[src/hw/rtl/sss_pkg.sv]
// shared types and constants for the sorted set statistics block
package sss_pkg;

  localparam int OUT_COUNT_W   = 8;
  localparam int OUT_VALUE_W   = 16;
  localparam int OUT_AVG_W     = 24;
  localparam int AVG_FRAC_BITS = 8;

  typedef enum logic [1:0] {
    ST_LOAD,
    ST_DRAIN,
    ST_FINISH
  } sss_state_t;

  // command broadcast to every cell of the chain
  typedef struct packed {
    logic ins;
    logic shift;
  } sss_cmd_t;

endpackage

[src/hw/rtl/sss_div.sv]
// restoring divider, one quotient bit per cycle
module sss_div #(
  parameter int DW = 32,
  parameter int NW = 8
) (
  input  logic          clk,
  input  logic          rst_n,
  input  logic          start,
  input  logic [DW-1:0] dividend,
  input  logic [NW-1:0] divisor,
  output logic          busy,
  output logic [DW-1:0] quotient
);
  import sss_pkg::*;

  localparam int KW = $clog2(DW + 1);

  logic [DW-1:0] quo_r, quo_nxt;
  logic [NW:0]   rem_r, rem_nxt;
  logic [NW-1:0] dvs_r, dvs_nxt;
  logic [KW-1:0] cnt_r, cnt_nxt;
  logic          busy_r, busy_nxt;
  logic [NW+1:0] rem_sh;

  assign busy     = busy_r;
  assign quotient = quo_r;

  always_comb begin
    quo_nxt  = quo_r;
    rem_nxt  = rem_r;
    dvs_nxt  = dvs_r;
    cnt_nxt  = cnt_r;
    busy_nxt = busy_r;
    rem_sh   = {rem_r, quo_r[DW-1]};
    if (start) begin
      quo_nxt  = dividend;
      rem_nxt  = '0;
      dvs_nxt  = divisor;
      cnt_nxt  = KW'(DW);
      busy_nxt = 1'b1;
    end else if (busy_r) begin
      if (rem_sh >= {2'b00, dvs_r}) begin
        rem_nxt = (NW + 1)'(rem_sh - {2'b00, dvs_r});
        quo_nxt = {quo_r[DW-2:0], 1'b1};
      end else begin
        rem_nxt = rem_sh[NW:0];
        quo_nxt = {quo_r[DW-2:0], 1'b0};
      end
      cnt_nxt = cnt_r - 1'b1;
      if (cnt_r == KW'(1)) begin
        busy_nxt = 1'b0;
      end
    end
  end

  always_ff @(posedge clk) begin
    quo_r <= quo_nxt;
    rem_r <= rem_nxt;
    dvs_r <= dvs_nxt;
    if (!rst_n) begin
      busy_r <= 1'b0;
      cnt_r  <= '0;
    end else begin
      busy_r <= busy_nxt;
      cnt_r  <= cnt_nxt;
    end
  end

endmodule

[config.mk]
export PLATFORM = sky130hd
export DESIGN_NAME = sss_div
export DESIGN_NICKNAME = d
export VERILOG_FILES = /design/src/hw/rtl/sss_pkg.sv /design/src/hw/rtl/sss_div.sv
export SDC_FILE = /design/constraint.sdc
export NUM_CORES = 1
export LEC_CHECK = 0
export CAP_MARGIN = 20
export CORE_MARGIN = 2
export CORE_UTILIZATION = 61
export CTS_CLUSTER_DIAMETER = 50
export DETAILED_ROUTE_END_ITERATION = 16
export DONT_BUFFER_PORTS = 1
export GPL_TIMING_DRIVEN = 1
export PLACE_DENSITY = 0.77
export SYNTH_ARGS = -nofsm -noshare
export SYNTH_HDL_FRONTEND = slang
export SYNTH_SLANG_ARGS = --single-unit
[constraint.sdc]
create_clock -name clk -period 4.85 [get_ports clk]
set_clock_uncertainty 0.2 [all_clocks]
set_input_delay 0.97 -clock clk [delete_from_list [all_inputs] [get_ports clk]]
set_output_delay 0.97 -clock clk [all_outputs]
set_load 0.02 [all_outputs]
==> impl_metrics.toml <==
[grt]
antenna_found_initial = 0
grt_overflow = 0
grt-busiest-layer = "met2"
use_met1 = 0.277
gr-usage-met3 = 0.0774
grtUsageTotal = 0.207
grt_max_degree = 57
grt_pass1_wl_mm = 8.29
met2_usage = 0.317
grt_pass1_vias = 1739

[cts]
cts_tree = "yes"
clock_latency_ns = 0.31
post_cts_buffers = 0
cts_root_buf = "clkbuf_8"
h-tree-depth = 2
cts_hold_buf = 0
cts_resized = 0
cts.sinks = 56
clk_pin_slew_worst_paths_ns = 0.10
cts_buffer_depth = 2
cts_buffers = 5

[sta]
max_slew_margin = 0.522
fin_crit_sh = 0.540
setup_viol = 0
max_freq_ghz = 0.382
fin_crit_ns = 2.62
worst_slack_ns = 2.23
tightest_slew_ns = 0.716
final-max-slew-violation-count = 0
tns_ns = 0
rsz0062_at_grt = "no"
hold_viol = 0

[synthesis]
synth-seq-cells = 56
synth_most_common_cell = "edfxtp_1"
synth_common_cells = "edfxtp_1, mux2_2, nor2_1"
synth_area_leaders = "edfxtp_1, mux2_2, dfxtp_1"
synth_top_area_share = 0.429
synth_cells = 224
syn_area_per_cell_um2 = 12.5
yosysUniqueCellTypes = 43
ys_warn_count = 0
synthesis.nets = 278
yosys_most_used_dff = "edfxtp_1"
synthArstFlopShare = 0
seq_area_frac_synth = 0.543
synth_area_um2 = 2800
synth_edf_count = 40
synth_top_area_cell = "edfxtp_1"

[pwr]
p_int_mw = 0.829
powerDensity_nw_per_um2 = 390
switchingPower_mw = 0.321
p_clk_frac = 0.277
combPwrFrac = 0.170
p_seq_frac = 0.553
leakage_nw = 1.09
max-vdd-ir-drop_mv = 0.241
p_sw_frac = 0.279

[setup_path]
cpPeakStageDelay_ns = 0.52
cp-start-kind = "register"
cp.required_ns = 4.89
worstPathMaxFanout = 3
critPathLaunch = "quotient[31]"
crit_chain = "inv_1 -> ha_1 -> inv_1 -> fa_1 -> nand3_1 -> nand2_2 -> or4_1 -> a31o_1 -> a311oi_2"
cpMaxStageDelayCell = "edfxtp_1"
path_class = "register to register"
reg2reg_from = "quotient[31]"
cp-end-kind = "register"
path_common_cell = "inv_1"
arrival_ns = 2.65

[final_layout]
seq_area_um2 = 1520
final_area_um2 = 2950
nets = 277
fin_util = 0.672
fillers = 329
syn2layout_area_growth_pct = 5.27
multi_input_area_um2 = 1180
finalNonFillerCells = 276
antenna_cells = 0
drive_gt1_frac = 0.237

[place]
postPlaceCellArea_um2 = 2830
port_buffers = 0
post-dp-hpwl_mm = 3.48
gp_congestion = 0.817
place_ws_ns = 2.26
dpl.cell_count = 268

[floorplan]
dieArea_um2 = 5150
fp.coreArea_um2 = 4380
initial_core_util = 0.639
die_y_um = 71.8
die_w_um = 71.8
io_pins = 76
core.rowCount = 24

[outcome]
outcome = "complete, no violations"

[drt]
drt_iter0_markers = 74
drc = 0
drt_wl_total_mm = 4.95
vias = 1690
ant_nets = 0
firstDrtPassIters = 4
wl_per_cell_um = 17.9
via_per_inst = 6.12

[min_path]
hold_path.startpoint = "rem_r[2]"
hp-class = "register to register"

[job]
max_cap_viol_count = 0
[power groups by stage]
stage          combinational [mW]  clock (mW)  sequential (mW)
5_1_grt                     0.219       0.344            0.642
4_1_cts                     0.196       0.328            0.636
2_1_floorplan               0.170           0            0.638
3_3_place_gp                0.189           0            0.645
3_5_place_dp                0.194           0            0.647
6_report                    0.195       0.319            0.636
[per-layer routing]
| layer | vias up | part of all wire |
|---|---|---|
| li1 | 823 | - |
| met5 | - | 0 |
| met2 | 70 | 0.46 |
| met1 | 789 | 0.43 |
| met4 | 0 | 0.013 |
| met3 | 8 | 0.092 |
[cell usage in the layout, fill, tap and decap left out, drive strengths merged, types with 4 or more instances in the layout]
| cell | synthesis | final |
|---|---|---|
| a211oi | 6 | 6 |
| a21oi | 13 | 13 |
| clkbuf | 3 | 6 |
| dfxtp | 16 | 16 |
| edfxtp | 40 | 40 |
| ha | 10 | 10 |
| inv | 14 | 14 |
| mux2 | 32 | 32 |
| mux2i | 4 | 4 |
| nand2 | 8 | 8 |
| nor2 | 21 | 21 |
| nor3 | 4 | 4 |
| o21ai | 6 | 6 |
| xor2 | 6 | 6 |
[final timing paths]
kind,end,slack (ns),depth (start not counted)
worst max-delay path,rem_r[6],2.23,9
worst min-delay path,rem_r[2],0.29,2
worst max register to register,rem_r[6],2.23,9
worst min register to register,rem_r[2],0.29,2
[per-stage QoR]
step,power (mW),hold WS [ns]
floorplan,0.808,0.258
global placement,0.835,0.268
detailed placement,0.841,0.278
CTS,1.16,0.291
global route,1.20,0.304
finish,1.15,0.288
[flip-flops by register name, summed over array words and instances (netlist names)]
signal	cells
quotient	32
rem_r	9
dvs_r	8
cnt_r	6
busy	1
[final cells by class]
cell class	count	share of cell area
sequential	56	0.516
multi-input combinational	145	0.400
clock buffer	6	0.0280
tap	52	0.0221
inverter	14	0.0178
clock inverter	2	0.0132
timing repair buffer	1	0.00255
[cells by family (layout without fill, tap and decap cells)]
| kind of cell | count (synthesis) | in the layout | share of synthesized area |
|---|---|---|---|
| flops | 56 | 56 | 0.543 |
| simple gates | 51 | 51 | 0.0934 |
| compound gates | 38 | 38 | 0.105 |
| mux | 36 | 36 | 0.143 |
| buf+inv | 23 | 23 | 0.0353 |
| fa+ha+maj | 11 | 11 | 0.0518 |
| xor+xnor | 9 | 9 | 0.0282 |
[critical path, delay by kind of cell, from the launching register on]
family          cells  cell delay (ns)
compound gates      2             0.44
flops               1             0.52
simple gates        3             0.67
buf+inv             2             0.15
fa+ha+maj           2             0.56
(Power assumes the default switching activity.)
