## src/hw/rtl/sss_pkg.sv

```systemverilog
// shared types and constants for the sorted set statistics block
package sss_pkg;

  localparam int OUT_COUNT_W   = 8;
  localparam int OUT_VALUE_W   = 16;
  localparam int OUT_AVG_W     = 24;
  localparam int AVG_FRAC_BITS = 8;

  typedef enum logic [1:0] {
    ST_LOAD,
    ST_DRAIN,
    ST_FINISH
  } sss_state_t;

  // command broadcast to every cell of the chain
  typedef struct packed {
    logic ins;
    logic shift;
  } sss_cmd_t;

endpackage

```

## src/hw/rtl/sss_cell.sv

```systemverilog
// one cell of the sorting chain: holds one value and its occupied bit
module sss_cell #(
  parameter int VALUE_BITS = 16
) (
  input  logic                         clk,
  input  logic                         rst_n,
  input  sss_pkg::sss_cmd_t            cmd,
  input  logic signed [VALUE_BITS-1:0] new_val,
  input  logic signed [VALUE_BITS-1:0] left_val,
  input  logic                         left_occ,
  input  logic                         left_gt,
  input  logic signed [VALUE_BITS-1:0] right_val,
  input  logic                         right_occ,
  output logic signed [VALUE_BITS-1:0] val,
  output logic                         occ,
  output logic                         gt
);
  import sss_pkg::*;

  logic signed [VALUE_BITS-1:0] val_r, val_nxt;
  logic                         occ_r, occ_nxt;

  assign gt  = occ_r && (val_r > new_val);
  assign val = val_r;
  assign occ = occ_r;

  always_comb begin
    val_nxt = val_r;
    occ_nxt = occ_r;
    if (cmd.ins) begin
      // larger values move one place right, the new word lands at the boundary
      if (left_gt) begin
        val_nxt = left_val;
      end else if (gt || (!occ_r && left_occ)) begin
        val_nxt = new_val;
      end
      occ_nxt = occ_r || left_occ;
    end else if (cmd.shift) begin
      val_nxt = right_val;
      occ_nxt = right_occ;
    end
  end

  always_ff @(posedge clk) begin
    val_r <= val_nxt;
    if (!rst_n) begin
      occ_r <= 1'b0;
    end else begin
      occ_r <= occ_nxt;
    end
  end

endmodule

```

## config.mk

```make
export PLATFORM = sky130hd
export DESIGN_NAME = sss_cell
export DESIGN_NICKNAME = d
export VERILOG_FILES = /design/src/hw/rtl/sss_pkg.sv /design/src/hw/rtl/sss_cell.sv
export SDC_FILE = /design/constraint.sdc
export NUM_CORES = 1
export LEC_CHECK = 0
export ABC_AREA = 1
export BUFFER_PORTS_ARGS = -buffer_cell sky130_fd_sc_hd__buf_2
export CORE_MARGIN = 5
export CORE_UTILIZATION = 45
export CTS_BUF_LIST = sky130_fd_sc_hd__clkbuf_4 sky130_fd_sc_hd__clkbuf_8
export DETAILED_ROUTE_END_ITERATION = 10
export MAX_ROUTING_LAYER = met4
export PLACE_DENSITY = 0.9
export SLEW_MARGIN = 20
export SYNTH_ARGS = -nofsm -noshare
export SYNTH_HDL_FRONTEND = slang
export SYNTH_SLANG_ARGS = --single-unit
```

## constraint.sdc

```tcl
create_clock -name clk -period 3 [get_ports clk]
set_clock_uncertainty 0.15 [all_clocks]
set_input_delay 0.15 -clock clk [delete_from_list [all_inputs] [get_ports clk]]
set_output_delay 0.15 -clock clk [all_outputs]
set_load 0.03 [all_outputs]
```

==> results of run 1 <==
==> flip-flops by register name, summed over array words and instances (netlist names) <==
register  cells
occ           1
val          16
==> what timing repair did <==
item	CTS	global route
setup endpoints to repair	0	0
endpoints found under the hold margin	5	1
hold buffers	6	1
==> cells in the final DEF (no fill, tap or decap), drive strengths merged <==
master	Yosys	layout
buf	2	74
dlygate4sd3	0	7
clkbuf	3	4
dfxtp	1	1
nand4	1	1
a21oi	7	7
nand3	2	2
a21o	1	1
clkinv	1	1
ha	16	16
nand2	39	39
o211a	1	1
a211oi	1	1
nor2	25	25
inv	25	25
edfxtp	16	16
o21ai	34	34
==> power by group <==
group          total, W  internal [W]  switching, W
Combinational  0.000273      0.000105      0.000168
Clock          0.000132     0.0000607     0.0000712
Sequential     0.000305      0.000292     0.0000133
==> layout make-up <==
cell class / instances / area [µm²] / share of cell area
flip-flops and latches: 17 / 500 / 0.275
repair buffers: 81 / 445 / 0.245
multi-input cells: 127 / 706 / 0.388
well taps: 31 / 38.8 / 0.0213
inverters: 26 / 97.6 / 0.0537
clock buffers: 4 / 30.0 / 0.0165
==> kinds of logic after synthesis <==
logic type | after synthesis | share of synthesized area
buffers and inverters | 31 | 0.0897
AO/OA/AOI/OAI | 44 | 0.177
AND/OR/NAND/NOR | 67 | 0.205
flip-flops | 17 | 0.378
adder cells (fa/ha/maj) | 16 | 0.151
==> through the flow <==
stage               instance area (µm²)  cells  worst slack (ps)
detailed placement                 1720    275               861
global placement                   1720    275               929
global route                       1820    286               644
floorplan                          1330    175               490
finish                             1820    286               801
CTS                                1810    285               797
==> worst paths after layout <==
check / end / start / cells after the start / slack (ps)
worst max-delay path: gt / val[15] / 9 / 800
worst min-delay path: val[15] / right_val[15] / 3 / -1
worst max register to register: val[9] / val[15] / 9 / 840
worst min register to register: val[1] / occ / 5 / 780
==> per-layer routing <==
layer  vias up  wire [µm]  GRT usage  part of all wire
met5         -          0          -                 0
met2        51       1960      0.331              0.53
li1        741          -          -                 -
met3         6        291     0.0350             0.078
met4         0         39     0.0382             0.010
met1       637       1440      0.190              0.39
==> worst reg2reg max path, delay by kind of cell (launching register included) <==
family	cells	cell delay, ps
adder cells (fa/ha/maj)	1	340
AND/OR/NAND/NOR	3	230
flip-flops	1	410
AO/OA/AOI/OAI	4	560
buffers and inverters	1	200
==> flow_metrics.env, run 1 <==
export IMPL_die_w_um=64.3
export IMPL_synth_cells=175
export IMPL_hold_ws_ps=-1.46
export IMPL_diodes=0
export IMPL_slew_headroom=0.768
export IMPL_rsz0062_at_grt="false"
export IMPL_nets=327
export IMPL_crit_type="flop to primary output"
export IMPL_cts_htree_levels=1
export IMPL_yosysWarnings=0
export IMPL_synth_fp_nets=246
export IMPL_violations="negative hold slack"
export IMPL_worstSetupEndpointType="primary output"
export IMPL_p_leak_nw=0.982
export IMPL_synth_area_leaders="edfxtp_1, ha_1, nand2_1, o21ai_1, nor2_1"
export IMPL_syn_area_per_cell_um2=7.57
export IMPL_yosysMostFrequentCell="nand2_1"
export IMPL_dp_hpwl_um=2920
export IMPL_core_area_um2=2780
export IMPL_vias=1435
export IMPL_setup_viol=0
export IMPL_required_ps=2700
export IMPL_grt_pass1_wl_um=5850
export IMPL_cts_num_sinks=17
export IMPL_synth_edf_count=16
export IMPL_synth_distinct_cells=21
export IMPL_grt_usage=0.177
export IMPL_fmax_mhz=455
export IMPL_post_cts_setup_buffers=0
export IMPL_worst_pin_slew_ps=348
export IMPL_rows=19
export IMPL_viasPerCell=5.02
export IMPL_nFillCells=241
export IMPL_wl_um=3730
export IMPL_synthFlopType="edfxtp_1"
export IMPL_async_reset_ff_frac=0
export IMPL_grt_max_degree=20
export IMPL_max_stage_delay_ps=410
export IMPL_cts_buffer_depth=2
export IMPL_drtPass1Iterations=7
export IMPL_drive_gt1_frac=0.349
export IMPL_crit_path_top_delay_cell="edfxtp_1"
export IMPL_ir_drop_mv=0.358
export IMPL_cpMostUsedCell="a21oi_1"
export IMPL_synth_top_cell_area_share=0.363
export IMPL_fin_setup_tns_ps=0
export IMPL_crit_path_max_fanout=4
export IMPL_hold_violations=2
export IMPL_cap_violations=0
export IMPL_start_util=0.476
export IMPL_yosysTopAreaCell="edfxtp_1"
export IMPL_post_route_drc_count=0
export IMPL_worstPathCellList="ha_1 > a21oi_1 > o21ai_1 > a21oi_1 > nand3_1 > nand2_1 > nand2_2 > inv_1 > buf_2"
export IMPL_fin_util=0.654
export IMPL_hold_path_class="primary input to flop"
export IMPL_drv_slew=0
export IMPL_synth_common_cells="nand2_1, nor2_1, o21ai_1, inv_1"
export IMPL_worst_path_buf_inv=2
export IMPL_post_drt_wl_per_cell_um=13.0
export IMPL_drt_iter0_drc=68
export IMPL_postCtsResizedCells=0
export IMPL_critPathTopFamily="compound AO/OA/AOI/OAI gates"
export IMPL_cts_root_buf="clkbuf_4"
export IMPL_period_minus_slack_ps=2200
export IMPL_io_pins=73
export IMPL_io_buffer_count=72
export IMPL_grt_overflow=0
export IMPL_syn_cell_area_um2=1330
export IMPL_worstPathArrival_ps=1900
export IMPL_yosysSeqAreaShare=0.378
export IMPL_final_period_utilization=0.733
export IMPL_startpoint_type="flop"
export IMPL_dieArea_um2=4130
export IMPL_gp_congestion=0.798
export IMPL_syn_to_final_growth_pct=37.2
export IMPL_total_power_w=0.000710
export IMPL_ant_nets=0
export IMPL_powerDensity_nw_per_um2=390
export IMPL_grt_pass1_vias=1448
export IMPL_dieHeight_um=64.3
export IMPL_status="complete, but fails checks"
export IMPL_cts_tree="yes"
export IMPL_insertion_delay_ps=290
export IMPL_antenna_found_initial=0
export IMPL_clk_pin_slew_worst_paths_ps=100
export IMPL_cts_buffers=3
export IMPL_ys_seq_elements=17
Note: power is estimated with default switching activity, not from simulation.
==> run 2: changes to the inputs <==
CORE_UTILIZATION = 41   (was 45)
PLACE_DENSITY = 0.87   (was 0.9)
clock period = 1.9 ns   (was 3 ns; I/O delays follow)
==> run 2 against run 1 <==
  * The run ends with negative setup slack left
  * Sequential power grew 60%
  * Register-to-register slack got worse by 1200 ps
  * First-iteration DRC count grew 100%
  * Cell count increased by 21%
  * Critical path type is now flop to flop
  * Die area up 8.2%
  * Clock-buffer cell count stayed put
  * Flip-flop and latch count unchanged
  * Wire length is 32% higher
  * Hold slack better by 25 ps
==> flow_metrics.env, run 2 (same netlist as run 1, synthesis figures left out) <==
export IMPL_cts_buffers=3
export IMPL_io_pins=73
export IMPL_core_area_um2=3080
export IMPL_setup_viol=17
export IMPL_grt_usage=0.230
export IMPL_cap_violations=0
export IMPL_final_common_cell="buf_2"
export IMPL_syn_to_final_growth_pct=79.9
export IMPL_drive_gt1_frac=0.442
export IMPL_top_usage_layer="met2"
export IMPL_gp_congestion=0.739
export IMPL_cts_buffer_depth=2
export IMPL_dieHeight_um=66.9
export IMPL_clk_pin_slew_worst_paths_ps=100
export IMPL_die_w_um=66.9
export IMPL_hold_violations=0
export IMPL_vias=1699
export IMPL_final_period_utilization=1.18
export IMPL_dp_hpwl_um=3110
export IMPL_timing_critical_path_depth=9
export IMPL_fin_setup_tns_ps=-5490
export IMPL_crit_type="flop to flop"
export IMPL_max_stage_delay_ps=410
export IMPL_fmax_mhz=448
export IMPL_worstPathArrival_ps=2100
export IMPL_ant_nets=0
export IMPL_worstPathCellList="ha_1 > a21oi_2 > nand2_1 > a21oi_2 > nand3_1 > nand2_1 > nand2_2 > a21oi_4 > buf_6"
export IMPL_min_from="left_val[6]"
export IMPL_period_minus_slack_ps=2230
export IMPL_ir_drop_mv=0.380
export IMPL_viasPerCell=4.92
export IMPL_cts_root_buf="clkbuf_4"
export IMPL_drt_iter0_drc=136
export IMPL_io_buffer_count=72
export IMPL_cts_htree_levels=1
export IMPL_powerDensity_nw_per_um2=562
export IMPL_cts_tree="yes"
export IMPL_drv_slew=0
export IMPL_wl_um=4930
export IMPL_final_cell_mix="buf_2, dlygate4sd3_1, nand2_1"
export IMPL_worst_path_buf_inv=1
export IMPL_grt_overflow=0
export IMPL_grt_util_met1=0.245
export IMPL_worstReg2RegStart="val[11]"
export IMPL_violations="negative setup slack"
export IMPL_antenna_found_initial=0
export IMPL_hold_ws_ps=23.4
export IMPL_min_path_cells=3
export IMPL_critPathLaunch="val[11]"
export IMPL_required_ps=1770
export IMPL_grt_use_met3=0.0472
export IMPL_worstSetupEndpointType="flop"
export IMPL_insertion_delay_ps=290
export IMPL_status="complete, but fails checks"
export IMPL_p_leak_nw=1.21
export IMPL_grt_max_degree=19
export IMPL_rsz0062_at_grt="true"
export IMPL_crit_path_top_delay_cell="edfxtp_1"
export IMPL_post_drt_wl_per_cell_um=14.3
export IMPL_critPathTopFamily="compound AO/OA/AOI/OAI gates"
export IMPL_start_util=0.430
export IMPL_dieArea_um2=4470
export IMPL_slew_headroom=0.684
export IMPL_cts_num_sinks=17
export IMPL_finalWorstSetupSlack_ps=-333
export IMPL_hold_path_class="primary input to flop"
export IMPL_startpoint_type="flop"
export IMPL_largest_reg_flops=16
export IMPL_nets=373
export IMPL_drtPass1Iterations=4
export IMPL_r2r_cells=9
export IMPL_post_route_drc_count=0
export IMPL_pre_cts_ws_ps=-256
export IMPL_diodes=0
export IMPL_grt_pass1_vias=1760
export IMPL_worst_pin_slew_ps=471
export IMPL_nFillCells=212
export IMPL_crit_path_max_fanout=6
export IMPL_grt_pass1_wl_um=7510
export IMPL_grt_met2_usage=0.413
export IMPL_rows=20
run 2: timing repair:
item,in CTS,in global routing
pin swaps,9,12
gates resized for setup,15,13
setup endpoints to repair,17,17
hold buffers,31,0
buffers inserted,2,2
hold endpoints to repair,17,0
cloned,0,0
run 2: layout make-up:
cell class                 instances  area (µm²)  area share
timing repair buffer             127         868       0.364
multi-input combinational        127         831       0.349
sequential                        17         500       0.210
inverter                          26        98.8      0.0415
tap                               44        55.1      0.0231
clock buffer                       4        30.0      0.0126
run 2: worst paths after layout:
| path | to | slack, ps |
|---|---|---|
| setup / recovery | val[7] | -330 |
| hold / removal | val[6] | 20 |
| setup reg to reg | val[7] | -330 |
| hold reg to reg | val[15] | 840 |
run 2: per-stage QoR:
step	instance area [µm²]	utilization	cells	power [W]
floorplan	1350	-	175	0.000764
global placement	1890	0.614	306	0.000953
detailed placement	1890	0.614	306	0.000971
CTS	2300	0.748	343	0.00129
global route	2380	0.774	345	0.00142
finish	2380	0.774	345	0.00134
run 2: metal layers:
metal,wire (µm),up-vias
met5,0,-
met4,112,0
met3,384,15
met2,2590,79
met1,1840,772
li1,-,833
run 2: tightest hold or removal path: cells and delay by family:
family	cells	cell delay, ps
compound gates	1	140
buf+inv	1	80
simple gates	1	40
run 2: report_power, final:
part	internal, W	switching (W)	total, W
combinational	0.000303	0.000334	0.000636
clock	0.0000960	0.000119	0.000215
sequential	0.000461	0.0000277	0.000489
==> run 3: changes to the inputs <==
CORE_MARGIN = unset   (was 5)
==> run 3 against run 2 <==
  * The flow still finishes with violations (negative setup slack)
  * Clock-buffer cell count decreased by 1
  * Global-route usage grew 5.8 points
  * Clock power is essentially flat
  * Final area is 1.9% higher
  * First-iteration DRC count fell by 13%
  * Critical path depth is 3 higher
  * Worst setup slack gained 29 ps
  * Sequential share of layout area fell by 0.39 points
  * Register-to-register slack gained 30 ps
  * Sequential power barely moved
  * Critical path type unchanged
  * Largest power group unchanged
  * Highest routed layer unchanged
==> flow_metrics.env, run 3 (same netlist as run 1, synthesis figures left out) <==
export IMPL_rows=20
export IMPL_cts_buffer_depth=2
export IMPL_min_from="left_val[9]"
export IMPL_drive_gt1_frac=0.442
export IMPL_cts_buffers=3
export IMPL_io_pins=73
export IMPL_r2r_cells=12
export IMPL_grt_usage=0.288
export IMPL_diodes=0
export IMPL_hold_path_class="primary input to flop"
export IMPL_worst_path_buf_inv=2
export IMPL_worst_pin_slew_ps=402
export IMPL_start_util=0.434
export IMPL_crit_type="flop to flop"
export IMPL_slew_headroom=0.730
export IMPL_worstPathCellList="ha_4 > nand2_2 > nor2_2 > nand2_2 > inv_2 > nand2_2 > nand2_1 > nand2_1 > nand2_1 > nand2_2 > a21oi_4 > buf_12"
export IMPL_postPlaceCellArea_um2=1910
export IMPL_io_buffer_count=72
export IMPL_powerDensity_nw_per_um2=559
export IMPL_ant_nets=0
export IMPL_cts_num_sinks=17
export IMPL_worstReg2RegStart="val[11]"
export IMPL_post_route_drc_count=0
export IMPL_dieArea_um2=3460
export IMPL_grt_pass1_vias=1636
export IMPL_cpMostUsedCell="nand2_2"
export IMPL_critPathTopFamily="simple AND/OR/NAND/NOR gates"
export IMPL_syn_to_final_growth_pct=83.3
export IMPL_worstPathArrival_ps=2090
export IMPL_final_cell_mix="buf_2, nand2_1, dlygate4sd3_1"
export IMPL_clk_pin_slew_worst_paths_ps=120
export IMPL_grt_pass1_wl_um=7110
export IMPL_reg2reg_to="val[7]"
export IMPL_status="complete, but fails checks"
export IMPL_largest_reg_flops=16
export IMPL_crit_path_max_fanout=12
export IMPL_drtPass1Iterations=4
export IMPL_ir_drop_mv=0.440
export IMPL_cts_tree="yes"
export IMPL_finalWorstSetupSlack_ps=-305
export IMPL_rsz0062_at_grt="true"
export IMPL_cap_violations=0
export IMPL_max_stage_delay_ps=460
export IMPL_cts_root_buf="clkbuf_4"
export IMPL_wl_um=4810
export IMPL_total_power_w=0.00136
export IMPL_fmax_mhz=454
export IMPL_violations="negative setup slack"
export IMPL_drt_iter0_drc=119
export IMPL_cts_htree_levels=1
export IMPL_core_area_um2=3050
export IMPL_hold_end="val[9]"
export IMPL_nFillCells=201
export IMPL_worstSetupEndpointType="flop"
export IMPL_min_path_cells=3
export IMPL_viasPerCell=4.86
export IMPL_gp_congestion=0.787
export IMPL_nets=375
export IMPL_required_ps=1780
export IMPL_hold_violations=0
export IMPL_dp_hpwl_um=2840
export IMPL_final_period_utilization=1.16
export IMPL_die_w_um=58.9
export IMPL_final_common_cell="buf_2"
export IMPL_crit_path_top_delay_cell="edfxtp_1"
export IMPL_grt_overflow=0
export IMPL_pre_cts_ws_ps=-240
export IMPL_startpoint_type="flop"
export IMPL_setup_viol=17
export IMPL_dieHeight_um=58.9
export IMPL_grt_max_degree=19
export IMPL_insertion_delay_ps=310
export IMPL_drv_slew=0
export IMPL_post_drt_wl_per_cell_um=13.9
export IMPL_rrSetupSlack_ps=-300
export IMPL_stdcell_area_um2=2430
export IMPL_vias=1688
export IMPL_p_leak_nw=1.22
export IMPL_antenna_found_initial=0
export IMPL_period_minus_slack_ps=2200
-- run 3: metal layers --
layer / vias up / global-route usage / part of all wire
li1: 834 / - / -
met4: 0 / 0.119 / 0.028
met3: 14 / 0.0330 / 0.069
met5: - / - / 0
met2: 93 / 0.511 / 0.50
met1: 747 / 0.326 / 0.41
-- run 3: area by class of cell --
class / instances / area [µm²] / area share
Inverter: 26 / 97.6 / 0.0402
Timing Repair Buffer: 129 / 886 / 0.365
Sequential cell: 17 / 500 / 0.206
Clock buffer: 3 / 22.5 / 0.00927
Clock inverter: 1 / 5.00 / 0.00206
Tap cell: 44 / 55.1 / 0.0227
Multi-Input combinational cell: 127 / 862 / 0.355
-- run 3: repair_timing --
item,CTS,global route
hold endpoints to repair,17,0
hold buffers,30,0
pin swaps,6,2
gates resized for setup,6,18
buffers inserted,4,2
endpoints found under the setup margin,17,17
-- run 3: per-stage QoR --
stage / instances / utilization / TNS, ps / hold slack (ps)
finish: 347 / 0.795 / -4950 / 2.53
CTS: 345 / 0.748 / -4070 / 6.05
detailed placement: 307 / 0.625 / -3810 / 189
global placement: 307 / 0.625 / -2910 / 192
global route: 347 / 0.795 / -6380 / 5.80
floorplan: 175 / - / -6460 / 93.0
-- run 3: how the worst max path moves through the flow --
stage	endpoint	slack, ps	start	cells after the start
floorplan	val[0]	-400	val[7]	9
global placement	val[14]	-190	val[5]	12
detailed placement	val[14]	-240	val[15]	9
CTS	val[7]	-250	val[15]	12
global route	val[11]	-380	val[6]	12
finish	val[7]	-300	val[11]	12
-- run 3: worst register-to-register path, stage by stage, from the launching register on --
cell and delay (ps):
edfxtp_1 460, ha_4 310, nand2_2 70, nor2_2 150, nand2_2 80, inv_2 50, nand2_2 50, nand2_1 50
nand2_1 40, nand2_1 70, nand2_2 90, a21oi_4 180, buf_12 170
-- run 3: power breakdown --
group / switching (W) / internal [W] / total (W)
Clock: 0.000136 / 0.0000787 / 0.000215
Combinational: 0.000334 / 0.000318 / 0.000651
Sequential: 0.0000309 / 0.000461 / 0.000492
Total: 0.000501 / 0.000858 / 0.00136
